**config.mk**
```make
export PLATFORM = sky130hd
export DESIGN_NAME = stepper_blind_position_controller
export DESIGN_NICKNAME = d
export VERILOG_FILES = /design/src/rtl/sbpc_pkg.sv /design/src/rtl/sbpc_div.sv /design/src/rtl/sbpc_dp.sv /design/src/rtl/sbpc_ctrl.sv /design/src/rtl/stepper_blind_position_controller.sv
export SDC_FILE = /design/constraint.sdc
export NUM_CORES = 2
export LEC_CHECK = 0
export ABC_AREA = 1
export BUFFER_PORTS_ARGS = -buffer_cell sky130_fd_sc_hd__buf_4
export CAP_MARGIN = 25
export CORE_MARGIN = 4
export CORE_UTILIZATION = 30
export CTS_CLUSTER_DIAMETER = 80
export DETAILED_ROUTE_END_ITERATION = 6
export SETUP_SLACK_MARGIN = 0.1
export SYNTH_ARGS = -nofsm -noshare
export SYNTH_HDL_FRONTEND = slang
export SYNTH_HIERARCHICAL = 1
export SYNTH_SLANG_ARGS = --single-unit
```
**constraint.sdc**
```tcl
create_clock -name clk -period 18.06 [get_ports clk]
set_input_delay 0.903 -clock clk [delete_from_list [all_inputs] [get_ports clk]]
set_output_delay 0.903 -clock clk [all_outputs]
set_load 0.02 [all_outputs]
```
**src/rtl/sbpc_pkg.sv**
```systemverilog
// Package for the stepper blind position controller.
// Holds widths, request/mode/direction codes, FSM states and the
// command/status structs shared by the controller and datapath.
package sbpc_pkg;

  localparam int SW     = 24;          // step counter width
  localparam int DIVN_W = SW + 7;      // signed dividend width (step * 100)
  localparam int CNT_W  = $clog2(DIVN_W + 1);
  localparam int IN_W   = 56;
  localparam int OUT_W  = 88;

  localparam logic [6:0]  PCT_MAX   = 7'd100;
  localparam int          PCT_SCALE = 100;
  localparam int          LIMIT_RST = 10000;
  localparam logic [15:0] SPEED_RST = 16'd5;

  // x / 100 == (x * ceil(2^32 / 100)) >> 32, exact for x below 2^30
  localparam int               RCP_W   = 26;
  localparam int               RCP_SH  = 32;
  localparam logic [RCP_W-1:0] RCP_100 = 26'd42949673;

  typedef enum logic [2:0] {
    REQ_TICK   = 3'd0,
    REQ_TARGET = 3'd1,
    REQ_UP     = 3'd2,
    REQ_DOWN   = 3'd3,
    REQ_STOP   = 3'd4,
    REQ_OPEN   = 3'd5,
    REQ_CLOSED = 3'd6,
    REQ_LOAD   = 3'd7
  } req_t;

  typedef enum logic [1:0] {
    MODE_REST   = 2'd0,
    MODE_AUTO   = 2'd1,
    MODE_MANUAL = 2'd2
  } mode_t;

  typedef enum logic {
    DIR_UP   = 1'b0,
    DIR_DOWN = 1'b1
  } dir_t;

  typedef enum logic [1:0] {
    CFG_SPEED_UP   = 2'd0,
    CFG_SPEED_DOWN = 2'd1,
    CFG_INVERTED   = 2'd2
  } cfg_idx_t;

  typedef enum logic {
    SEL_TP = 1'b0,
    SEL_PP = 1'b1
  } div_sel_t;

  typedef enum logic [2:0] {
    ST_IDLE,
    ST_EXEC,
    ST_TGT,
    ST_TGW,
    ST_RCS,
    ST_RCT,
    ST_RCP,
    ST_DONE
  } state_t;

  typedef struct packed {
    logic     in_ld;
    logic     exec;
    logic     div_start;
    div_sel_t div_sel;
    logic     tgt_wr;
    logic     tp_wr;
    logic     pp_wr;
    logic     out_wr;
  } cmd_t;

  typedef struct packed {
    req_t  req;
    mode_t mode;
    logic  div_done;
  } sts_t;

endpackage

```
**src/rtl/sbpc_div.sv**
```systemverilog
// Serial signed divider, truncating toward zero, one quotient bit per cycle.
// Depends on sbpc_pkg for widths.
module sbpc_div import sbpc_pkg::*; (
  input  logic                     clk,
  input  logic                     rst_n,
  input  logic                     start,
  input  logic signed [DIVN_W-1:0] dividend,
  input  logic signed [SW-1:0]     divisor,
  output logic                     done,
  output logic signed [DIVN_W-1:0] quotient
);

  logic              busy_r, busy_nxt;
  logic              done_r, done_nxt;
  logic [CNT_W-1:0]  cnt_r, cnt_nxt;
  logic              neg_r, neg_nxt;
  logic [SW-1:0]     dvs_r, dvs_nxt;
  logic [SW-1:0]     rem_r, rem_nxt;
  logic [DIVN_W-1:0] quo_r, quo_nxt;
  logic [SW:0]       rem_sh;
  logic [SW:0]       rem_sub;
  logic              q_bit;

  assign rem_sh  = {rem_r, quo_r[DIVN_W-1]};
  assign rem_sub = rem_sh - {1'b0, dvs_r};
  assign q_bit   = (rem_sh >= {1'b0, dvs_r});

  always_comb begin
    busy_nxt = busy_r;
    done_nxt = 1'b0;
    cnt_nxt  = cnt_r;
    neg_nxt  = neg_r;
    dvs_nxt  = dvs_r;
    rem_nxt  = rem_r;
    quo_nxt  = quo_r;
    if (start) begin
      busy_nxt = 1'b1;
      cnt_nxt  = '0;
      neg_nxt  = dividend[DIVN_W-1] ^ divisor[SW-1];
      dvs_nxt  = divisor[SW-1] ? SW'(-divisor) : SW'(divisor);
      quo_nxt  = dividend[DIVN_W-1] ? DIVN_W'(-dividend) : DIVN_W'(dividend);
      rem_nxt  = '0;
    end else if (busy_r) begin
      rem_nxt = q_bit ? rem_sub[SW-1:0] : rem_sh[SW-1:0];
      quo_nxt = {quo_r[DIVN_W-2:0], q_bit};
      cnt_nxt = cnt_r + CNT_W'(1);
      if (cnt_r == CNT_W'(DIVN_W - 1)) begin
        busy_nxt = 1'b0;
        done_nxt = 1'b1;
      end
    end
  end

  always_ff @(posedge clk) begin
    if (!rst_n) begin
      busy_r <= 1'b0;
      done_r <= 1'b0;
      cnt_r  <= '0;
    end else begin
      busy_r <= busy_nxt;
      done_r <= done_nxt;
      cnt_r  <= cnt_nxt;
    end
  end

  always_ff @(posedge clk) begin
    neg_r <= neg_nxt;
    dvs_r <= dvs_nxt;
    rem_r <= rem_nxt;
    quo_r <= quo_nxt;
  end

  assign done     = done_r;
  assign quotient = neg_r ? -signed'(quo_r) : signed'(quo_r);

endmodule

```
**src/rtl/sbpc_dp.sv**
```systemverilog
// Datapath: configuration registers, position state, percent logic, result register.
// Depends on sbpc_pkg and instantiates sbpc_div.
module sbpc_dp import sbpc_pkg::*; (
  input  logic             clk,
  input  logic             rst_n,
  input  cmd_t             cmd,
  output sts_t             sts,
  input  logic [2:0]       in_tuser,
  input  logic [IN_W-1:0]  in_tdata,
  input  logic             cfg_valid,
  input  logic             cfg_ready,
  input  logic [1:0]       cfg_index,
  input  logic [15:0]      cfg_data,
  output logic [OUT_W-1:0] out_tdata
);

  // latched transaction
  req_t              req_r;
  logic [6:0]        tpct_r;
  logic signed [23:0] ld_step_r;
  logic signed [23:0] ld_lim_r;

  // configuration
  logic [15:0] spd_up_r, spd_up_nxt;
  logic [15:0] spd_dn_r, spd_dn_nxt;
  logic        inv_r, inv_nxt;

  // state
  logic signed [SW-1:0] pos_r, pos_nxt;
  logic signed [SW-1:0] tgt_r, tgt_nxt;
  logic signed [SW-1:0] lim_r, lim_nxt;
  mode_t                mode_r, mode_nxt;
  dir_t                 dir_r, dir_nxt;
  logic [7:0]           ppct_r, ppct_nxt;
  logic [7:0]           tpcr_r, tpcr_nxt;
  logic [7:0]           last_r, last_nxt;

  // per-item result flags
  logic [1:0]  mv_r, mv_nxt;
  logic [15:0] spd_r, spd_nxt;
  logic        coils_r, coils_nxt;
  logic        reach_r, reach_nxt;
  logic        over_r, over_nxt;
  logic        chg_r, chg_nxt;

  logic [OUT_W-1:0] out_r, out_nxt;

  // divider operands
  logic signed [DIVN_W-1:0] div_a;
  logic signed [SW-1:0]     lim_d;
  logic [6:0]               pct_c;
  logic                     div_done;
  logic signed [DIVN_W-1:0] div_q;

  // target step: |limit| * percent, then reciprocal multiply by 1/100
  logic [DIVN_W-1:0]       tm_r, tm_nxt;
  logic [DIVN_W+RCP_W-1:0] tprod;
  logic [SW-1:0]           tq_r, tq_nxt;
  logic signed [SW-1:0]    q_tgt;

  // tick arithmetic
  logic signed [SW-1:0] step_s;
  logic signed [SW-1:0] pos_step;
  logic [SW-1:0]        mag_next;
  logic [SW-1:0]        mag_lim;
  logic                 is_auto;

  assign pct_c  = (tpct_r > PCT_MAX) ? PCT_MAX : tpct_r;
  assign lim_d  = (lim_r == '0) ? SW'(1) : lim_r;

  always_comb begin
    case (cmd.div_sel)
      SEL_TP:  div_a = DIVN_W'(tgt_r) * DIVN_W'(PCT_SCALE);
      default: div_a = DIVN_W'(pos_r) * DIVN_W'(PCT_SCALE);
    endcase
  end

  sbpc_div u_div (
    .clk      (clk),
    .rst_n    (rst_n),
    .start    (cmd.div_start),
    .dividend (div_a),
    .divisor  (lim_d),
    .done     (div_done),
    .quotient (div_q)
  );

  assign tm_nxt = DIVN_W'(mag_lim) * DIVN_W'(pct_c);
  assign tprod  = (DIVN_W+RCP_W)'(tm_r) * (DIVN_W+RCP_W)'(RCP_100);
  assign tq_nxt = tprod[RCP_SH+SW-1:RCP_SH];
  assign q_tgt  = lim_r[SW-1] ? -signed'(tq_r) : signed'(tq_r);

  assign step_s   = (dir_r == DIR_UP) ? -SW'(1) : SW'(1);
  assign pos_step = pos_r + step_s;
  assign mag_next = pos_step[SW-1] ? SW'(-pos_step) : SW'(pos_step);
  assign mag_lim  = lim_r[SW-1] ? SW'(-lim_r) : SW'(lim_r);
  assign is_auto  = (mode_r == MODE_AUTO);

  always_comb begin
    spd_up_nxt = spd_up_r;
    spd_dn_nxt = spd_dn_r;
    inv_nxt    = inv_r;
    pos_nxt    = pos_r;
    tgt_nxt    = tgt_r;
    lim_nxt    = lim_r;
    mode_nxt   = mode_r;
    dir_nxt    = dir_r;
    ppct_nxt   = ppct_r;
    tpcr_nxt   = tpcr_r;
    last_nxt   = last_r;
    mv_nxt     = mv_r;
    spd_nxt    = spd_r;
    coils_nxt  = coils_r;
    reach_nxt  = reach_r;
    over_nxt   = over_r;
    chg_nxt    = chg_r;
    out_nxt    = out_r;

    if (cfg_valid && cfg_ready) begin
      case (cfg_idx_t'(cfg_index))
        CFG_SPEED_UP:   spd_up_nxt = cfg_data;
        CFG_SPEED_DOWN: spd_dn_nxt = cfg_data;
        CFG_INVERTED:   inv_nxt    = cfg_data[0];
        default: ;
      endcase
    end

    if (cmd.exec) begin
      mv_nxt    = 2'b00;
      spd_nxt   = '0;
      coils_nxt = 1'b0;
      reach_nxt = 1'b0;
      over_nxt  = 1'b0;
      chg_nxt   = 1'b0;
      case (req_r)
        REQ_TICK: begin
          if (mode_r != MODE_REST) begin
            if (is_auto && pos_r == tgt_r) begin
              tgt_nxt   = pos_r;
              mode_nxt  = MODE_REST;
              coils_nxt = 1'b1;
              reach_nxt = 1'b1;
            end else if (is_auto && mag_next > mag_lim) begin
              tgt_nxt   = pos_r;
              mode_nxt  = MODE_REST;
              coils_nxt = 1'b1;
              over_nxt  = 1'b1;
            end else begin
              spd_nxt = (dir_r == DIR_UP) ? spd_up_r : spd_dn_r;
              mv_nxt  = ((dir_r == DIR_UP) ^ inv_r) ? 2'b11 : 2'b01;
              pos_nxt = pos_step;
            end
          end
        end
        REQ_TARGET: ;
        REQ_UP: begin
          mode_nxt = MODE_MANUAL;
          dir_nxt  = DIR_UP;
        end
        REQ_DOWN: begin
          mode_nxt = MODE_MANUAL;
          dir_nxt  = DIR_DOWN;
        end
        REQ_STOP: begin
          tgt_nxt   = pos_r;
          mode_nxt  = MODE_REST;
          coils_nxt = 1'b1;
        end
        REQ_OPEN: begin
          lim_nxt  = '0;
          pos_nxt  = '0;
          tgt_nxt  = '0;
          mode_nxt = MODE_REST;
        end
        REQ_CLOSED: begin
          lim_nxt  = pos_r;
          tgt_nxt  = pos_r;
          mode_nxt = MODE_REST;
        end
        REQ_LOAD: begin
          pos_nxt = SW'(ld_step_r);
          tgt_nxt = SW'(ld_step_r);
          lim_nxt = SW'(ld_lim_r);
        end
        default: ;
      endcase
    end

    if (cmd.tgt_wr) begin
      tgt_nxt  = q_tgt;
      mode_nxt = MODE_AUTO;
      dir_nxt  = (pos_r < q_tgt) ? DIR_DOWN : DIR_UP;
    end

    if (cmd.tp_wr) begin
      tpcr_nxt = div_q[7:0];
    end

    if (cmd.pp_wr) begin
      ppct_nxt = div_q[7:0];
      if (div_q[7:0] != last_r) begin
        last_nxt = div_q[7:0];
        chg_nxt  = 1'b1;
      end
    end

    if (cmd.out_wr) begin
      out_nxt = {mode_r, lim_r[23:0], pos_r[23:0], chg_r, tpcr_r, ppct_r,
                 over_r, reach_r, coils_r, spd_r, mv_r};
    end
  end

  always_ff @(posedge clk) begin
    if (!rst_n) begin
      spd_up_r  <= SPEED_RST;
      spd_dn_r  <= SPEED_RST;
      inv_r     <= 1'b0;
      pos_r     <= '0;
      tgt_r     <= '0;
      lim_r     <= SW'(LIMIT_RST);
      mode_r    <= MODE_REST;
      dir_r     <= DIR_UP;
      ppct_r    <= '0;
      tpcr_r    <= '0;
      last_r    <= '0;
      mv_r      <= '0;
      spd_r     <= '0;
      coils_r   <= 1'b0;
      reach_r   <= 1'b0;
      over_r    <= 1'b0;
      chg_r     <= 1'b0;
    end else begin
      spd_up_r  <= spd_up_nxt;
      spd_dn_r  <= spd_dn_nxt;
      inv_r     <= inv_nxt;
      pos_r     <= pos_nxt;
      tgt_r     <= tgt_nxt;
      lim_r     <= lim_nxt;
      mode_r    <= mode_nxt;
      dir_r     <= dir_nxt;
      ppct_r    <= ppct_nxt;
      tpcr_r    <= tpcr_nxt;
      last_r    <= last_nxt;
      mv_r      <= mv_nxt;
      spd_r     <= spd_nxt;
      coils_r   <= coils_nxt;
      reach_r   <= reach_nxt;
      over_r    <= over_nxt;
      chg_r     <= chg_nxt;
    end
  end

  always_ff @(posedge clk) begin
    out_r <= out_nxt;
    tm_r  <= tm_nxt;
    tq_r  <= tq_nxt;
    if (cmd.in_ld) begin
      req_r     <= req_t'(in_tuser);
      tpct_r    <= in_tdata[6:0];
      ld_step_r <= signed'(in_tdata[30:7]);
      ld_lim_r  <= signed'(in_tdata[54:31]);
    end
  end

  assign sts.req      = req_r;
  assign sts.mode     = mode_r;
  assign sts.div_done = div_done;
  assign out_tdata    = out_r;

endmodule

```
**src/rtl/sbpc_ctrl.sv**
```systemverilog
// Controller FSM: sequences command execution, divisions and result hand-off.
// Depends on sbpc_pkg for states and command/status structs.
module sbpc_ctrl import sbpc_pkg::*; (
  input  logic clk,
  input  logic rst_n,
  input  logic in_tvalid,
  output logic in_tready,
  output logic out_tvalid,
  input  logic out_tready,
  input  sts_t sts,
  output cmd_t cmd
);

  state_t st_r, st_nxt;
  logic   ov_r, ov_nxt;

  always_ff @(posedge clk) begin
    if (!rst_n) begin
      st_r <= ST_IDLE;
      ov_r <= 1'b0;
    end else begin
      st_r <= st_nxt;
      ov_r <= ov_nxt;
    end
  end

  always_comb begin
    st_nxt    = st_r;
    cmd       = '0;
    cmd.div_sel = SEL_TP;
    in_tready = 1'b0;
    ov_nxt    = (ov_r && !out_tready) ? 1'b1 : 1'b0;
    case (st_r)
      ST_IDLE: begin
        in_tready = 1'b1;
        if (in_tvalid) begin
          cmd.in_ld = 1'b1;
          st_nxt    = ST_EXEC;
        end
      end
      ST_EXEC: begin
        cmd.exec = 1'b1;
        if (sts.req == REQ_TARGET) begin
          st_nxt = ST_TGT;
        end else if (sts.req == REQ_LOAD ||
                     (sts.req == REQ_TICK && sts.mode == MODE_AUTO)) begin
          st_nxt = ST_RCS;
        end else begin
          st_nxt = ST_DONE;
        end
      end
      ST_TGT: begin
        st_nxt = ST_TGW;
      end
      ST_TGW: begin
        cmd.tgt_wr = 1'b1;
        st_nxt     = ST_DONE;
      end
      ST_RCS: begin
        cmd.div_start = 1'b1;
        cmd.div_sel   = SEL_TP;
        st_nxt        = ST_RCT;
      end
      ST_RCT: begin
        cmd.div_sel = SEL_PP;
        if (sts.div_done) begin
          cmd.tp_wr     = 1'b1;
          cmd.div_start = 1'b1;
          st_nxt        = ST_RCP;
        end
      end
      ST_RCP: begin
        cmd.div_sel = SEL_PP;
        if (sts.div_done) begin
          cmd.pp_wr = 1'b1;
          st_nxt    = ST_DONE;
        end
      end
      ST_DONE: begin
        if (!ov_r || out_tready) begin
          cmd.out_wr = 1'b1;
          ov_nxt     = 1'b1;
          st_nxt     = ST_IDLE;
        end
      end
      default: st_nxt = ST_IDLE;
    endcase
  end

  assign out_tvalid = ov_r;

endmodule

```
**src/rtl/stepper_blind_position_controller.sv**
```systemverilog
// Stepper blind position controller, top level.
// Uses sbpc_pkg; instantiates sbpc_ctrl and sbpc_dp.
//
// One result transaction per input transaction, one transaction in work at a
// time. Commands that need no division (manual up/down, stop, mark
// open/closed, tick at rest or in manual mode) pass from ST_EXEC straight to
// ST_DONE, where the result is registered and out_tvalid is set. Set target
// passes through ST_TGT and ST_TGW: the target step comes from a reciprocal
// multiply by 1/100, registered in tm_r and then in tq_r. An auto tick or a
// load runs the percent recalculation on the 31-step serial signed divider
// twice (target percent, then position percent). A new transaction is taken
// while the previous result is still held in the output register; the new
// result then waits until that one is accepted, and in_tready stays low
// meanwhile.
module stepper_blind_position_controller import sbpc_pkg::*; (
  input  logic             clk,
  input  logic             rst_n,
  input  logic             in_tvalid,
  output logic             in_tready,
  input  logic [IN_W-1:0]  in_tdata,   // target_percent, load_step, load_limit, pad
  input  logic [2:0]       in_tuser,   // req_type
  output logic             out_tvalid,
  input  logic             out_tready,
  // step_move, move_speed, coils_rest, reached_target, overstep, position_pct,
  // target_pct, pct_changed, step_now, limit_now, mode_now
  output logic [OUT_W-1:0] out_tdata,
  input  logic             cfg_valid,
  output logic             cfg_ready,
  input  logic [1:0]       cfg_index,
  input  logic [15:0]      cfg_data
);

  cmd_t cmd;
  sts_t sts;

  assign cfg_ready = 1'b1;

  sbpc_ctrl u_ctrl (
    .clk        (clk),
    .rst_n      (rst_n),
    .in_tvalid  (in_tvalid),
    .in_tready  (in_tready),
    .out_tvalid (out_tvalid),
    .out_tready (out_tready),
    .sts        (sts),
    .cmd        (cmd)
  );

  sbpc_dp u_dp (
    .clk       (clk),
    .rst_n     (rst_n),
    .cmd       (cmd),
    .sts       (sts),
    .in_tuser  (in_tuser),
    .in_tdata  (in_tdata),
    .cfg_valid (cfg_valid),
    .cfg_ready (cfg_ready),
    .cfg_index (cfg_index),
    .cfg_data  (cfg_data),
    .out_tdata (out_tdata)
  );

endmodule

```
==> flow_metrics.py <==
metrics = {
    "timing": {
        "tns_ns": 0,
        "hold_violations": 0,
        "max_freq_mhz": 146,
        "setup_viol": 0,
        "rsz0062_at_grt": "no",
        "maxSlewHeadroom": 0.268,
        "slew_violations": 0,
        "period_needed_ns": 6.84,
        "worstMarginPinSlew_ns": 1.09,
        "worst_clock_skew_ns": 0.0518,
        "min_period_over_period": 0.379,
    },
    "cts": {
        "cts_buffer_depth": 3,
        "numCtsBuffers": 54,
        "post_cts_buffers": 0,
        "cts_num_sinks": 446,
        "path_clk_slew_ns": 0.06,
        "cts_hold_buf": 0,
        "clockRootBuffer": "clkbuf_16",
        "cts_tree": "built",
        "cts_max_level": 2,
        "clk_latency_ns": 0.66,
        "post_cts_resized": 0,
    },
    "logic_synthesis": {
        "synth_warnings": 6,
        "syn_area_sq_um": 49100,
        "syn_inst": 6316,
        "avgSynthCellArea_sq_um": 7.78,
    },
    "detailed_routing": {
        "ant_nets": 0,
        "routed_wl_mm": 157,
        "drt_first_pass_iters": 7,
        "drt_iter0_markers": 3180,
        "avgRoutedWirePerCell_um": 18.1,
        "vias_per_cell": 4.78,
        "vias": 41371,
        "drc": 8,
    },
    "final_layout": {
        "fillers": 17075,
        "nNetsFinal": 7588,
        "final_cell_mix": "inv_1 (1336), nand2_1 (1263), ha_1 (620)",
        "syn_to_final_growth_pct": 11.5,
        "layout_commonest_cell": "inv_1",
        "finalCoreUtilization": 0.337,
        "stdcell_count": 8662,
        "drive_gt1_frac": 0.0600,
    },
    "floorplanning": {
        "coreArea_sq_um": 163000,
        "boundaryPins": 173,
        "die_w_um": 413,
        "die-area_sq_um": 170000,
        "fp.dieH_um": 413,
        "row_count": 148,
        "start_util": 0.302,
    },
    "place": {
        "buffer_ports.inserted": 170,
        "dp_hpwl_mm": 128,
        "gp_congestion": 0.952,
        "post-place-cells": 8557,
    },
    "job": {
        "drv_cap": 0,
    },
    "grt": {
        "antenna_found_initial": 3,
        "grt_pass1_vias": 40721,
        "grt-ovfl-total": 0,
        "grt_max_degree": 78,
        "grt_pass1_wl_mm": 241,
        "track_usage": 0.182,
    },
    "setup_path": {
        "path_class": "reg -> reg",
        "cp_max_fo": 64,
        "arrival_ns": 7.30,
        "end_kind": "register",
        "cp.required_ns": 18.52,
        "rr_worst_depth": 21,
        "start_kind": "register",
    },
    "outcome": {
        "violations": "design-rule violations",
        "status": "finished, violations left",
    },
    "min_path": {
        "hp-class": "in -> reg",
        "whs_path_depth": 1,
    },
}
==> critical path: stages, from the launching register on <==
cell	delay [ns]
dfxtp_2	0.31
buf_4	0.57
inv_1	0.60
or2_2	0.46
xor2_1	0.49
inv_1	0.29
nand2_1	0.14
fa_1	0.44
inv_1	0.08
fa_1	0.46
fa_1	0.55
inv_1	0.05
fa_1	0.53
inv_1	0.04
ha_1	0.38
nand2_1	0.13
nor2_1	0.12
inv_1	0.06
o211ai_1	0.21
nand2_1	0.08
nand3_1	0.13
xor2_1	0.45
==> path summary, 6_finish.rpt <==
check / from / end / slack [ns]
max reg2reg: u_dp/lim_r[23] / u_dp/tm_r[25] / 11.22
min: in_tdata[24] / u_dp/ld_step_r[17] / 0.42
max: u_dp/lim_r[23] / u_dp/tm_r[25] / 11.22
min reg2reg: u_dp/spd_r[11] / u_dp/out_tdata[13] / 0.43
==> sequential cells by signal, indices dropped and copies added, names as in the netlist, 24 cells and up <==
register	count
u_dp/u_div/rem_r	24
u_dp/tgt_r	24
u_dp/out_tdata	88
u_dp/ld_lim_r	24
u_dp/u_div/quo_r	31
u_dp/tm_r	31
u_dp/ld_step_r	24
u_dp/u_div/dvs_r	24
u_dp/tq_r	24
u_dp/pos_r	24
u_dp/lim_r	24
==> metrics by stage <==
step | worst slack [ns] | hold WS, ns | cell area (sq um)
floorplan | 10.51 | 0.403 | 49200
global placement | 11.31 | 0.414 | 52800
detailed placement | 11.26 | 0.418 | 52900
CTS | 11.20 | 0.380 | 54700
global route | 10.70 | 0.393 | 54800
finish | 11.22 | 0.415 | 54800
==> final cells by class <==
class	instances	area, sq um	share of cell area
Clock inverter	27	330	0.00603
Clock buffer	75	1530	0.0280
Multi-Input combinational cell	4373	32500	0.594
Timing Repair Buffer	207	1620	0.0296
Antenna cell	2	5.00	0.0000914
Inverter	1357	5100	0.0931
Sequential cell	446	11000	0.200
Tap cell	2175	2720	0.0497
==> per-layer routing <==
layer | global-route usage | vias up | wire (um)
met5 | 0 | - | 24
li1 | - | 20177 | -
met2 | 0.291 | 1215 | 69900
met3 | 0.0181 | 267 | 8700
met4 | 0.0728 | 4 | 7140
met1 | 0.252 | 19708 | 70800
Power is not shown: default switching activity piles up to over one toggle a cycle in this logic, so the estimate is an artifact.
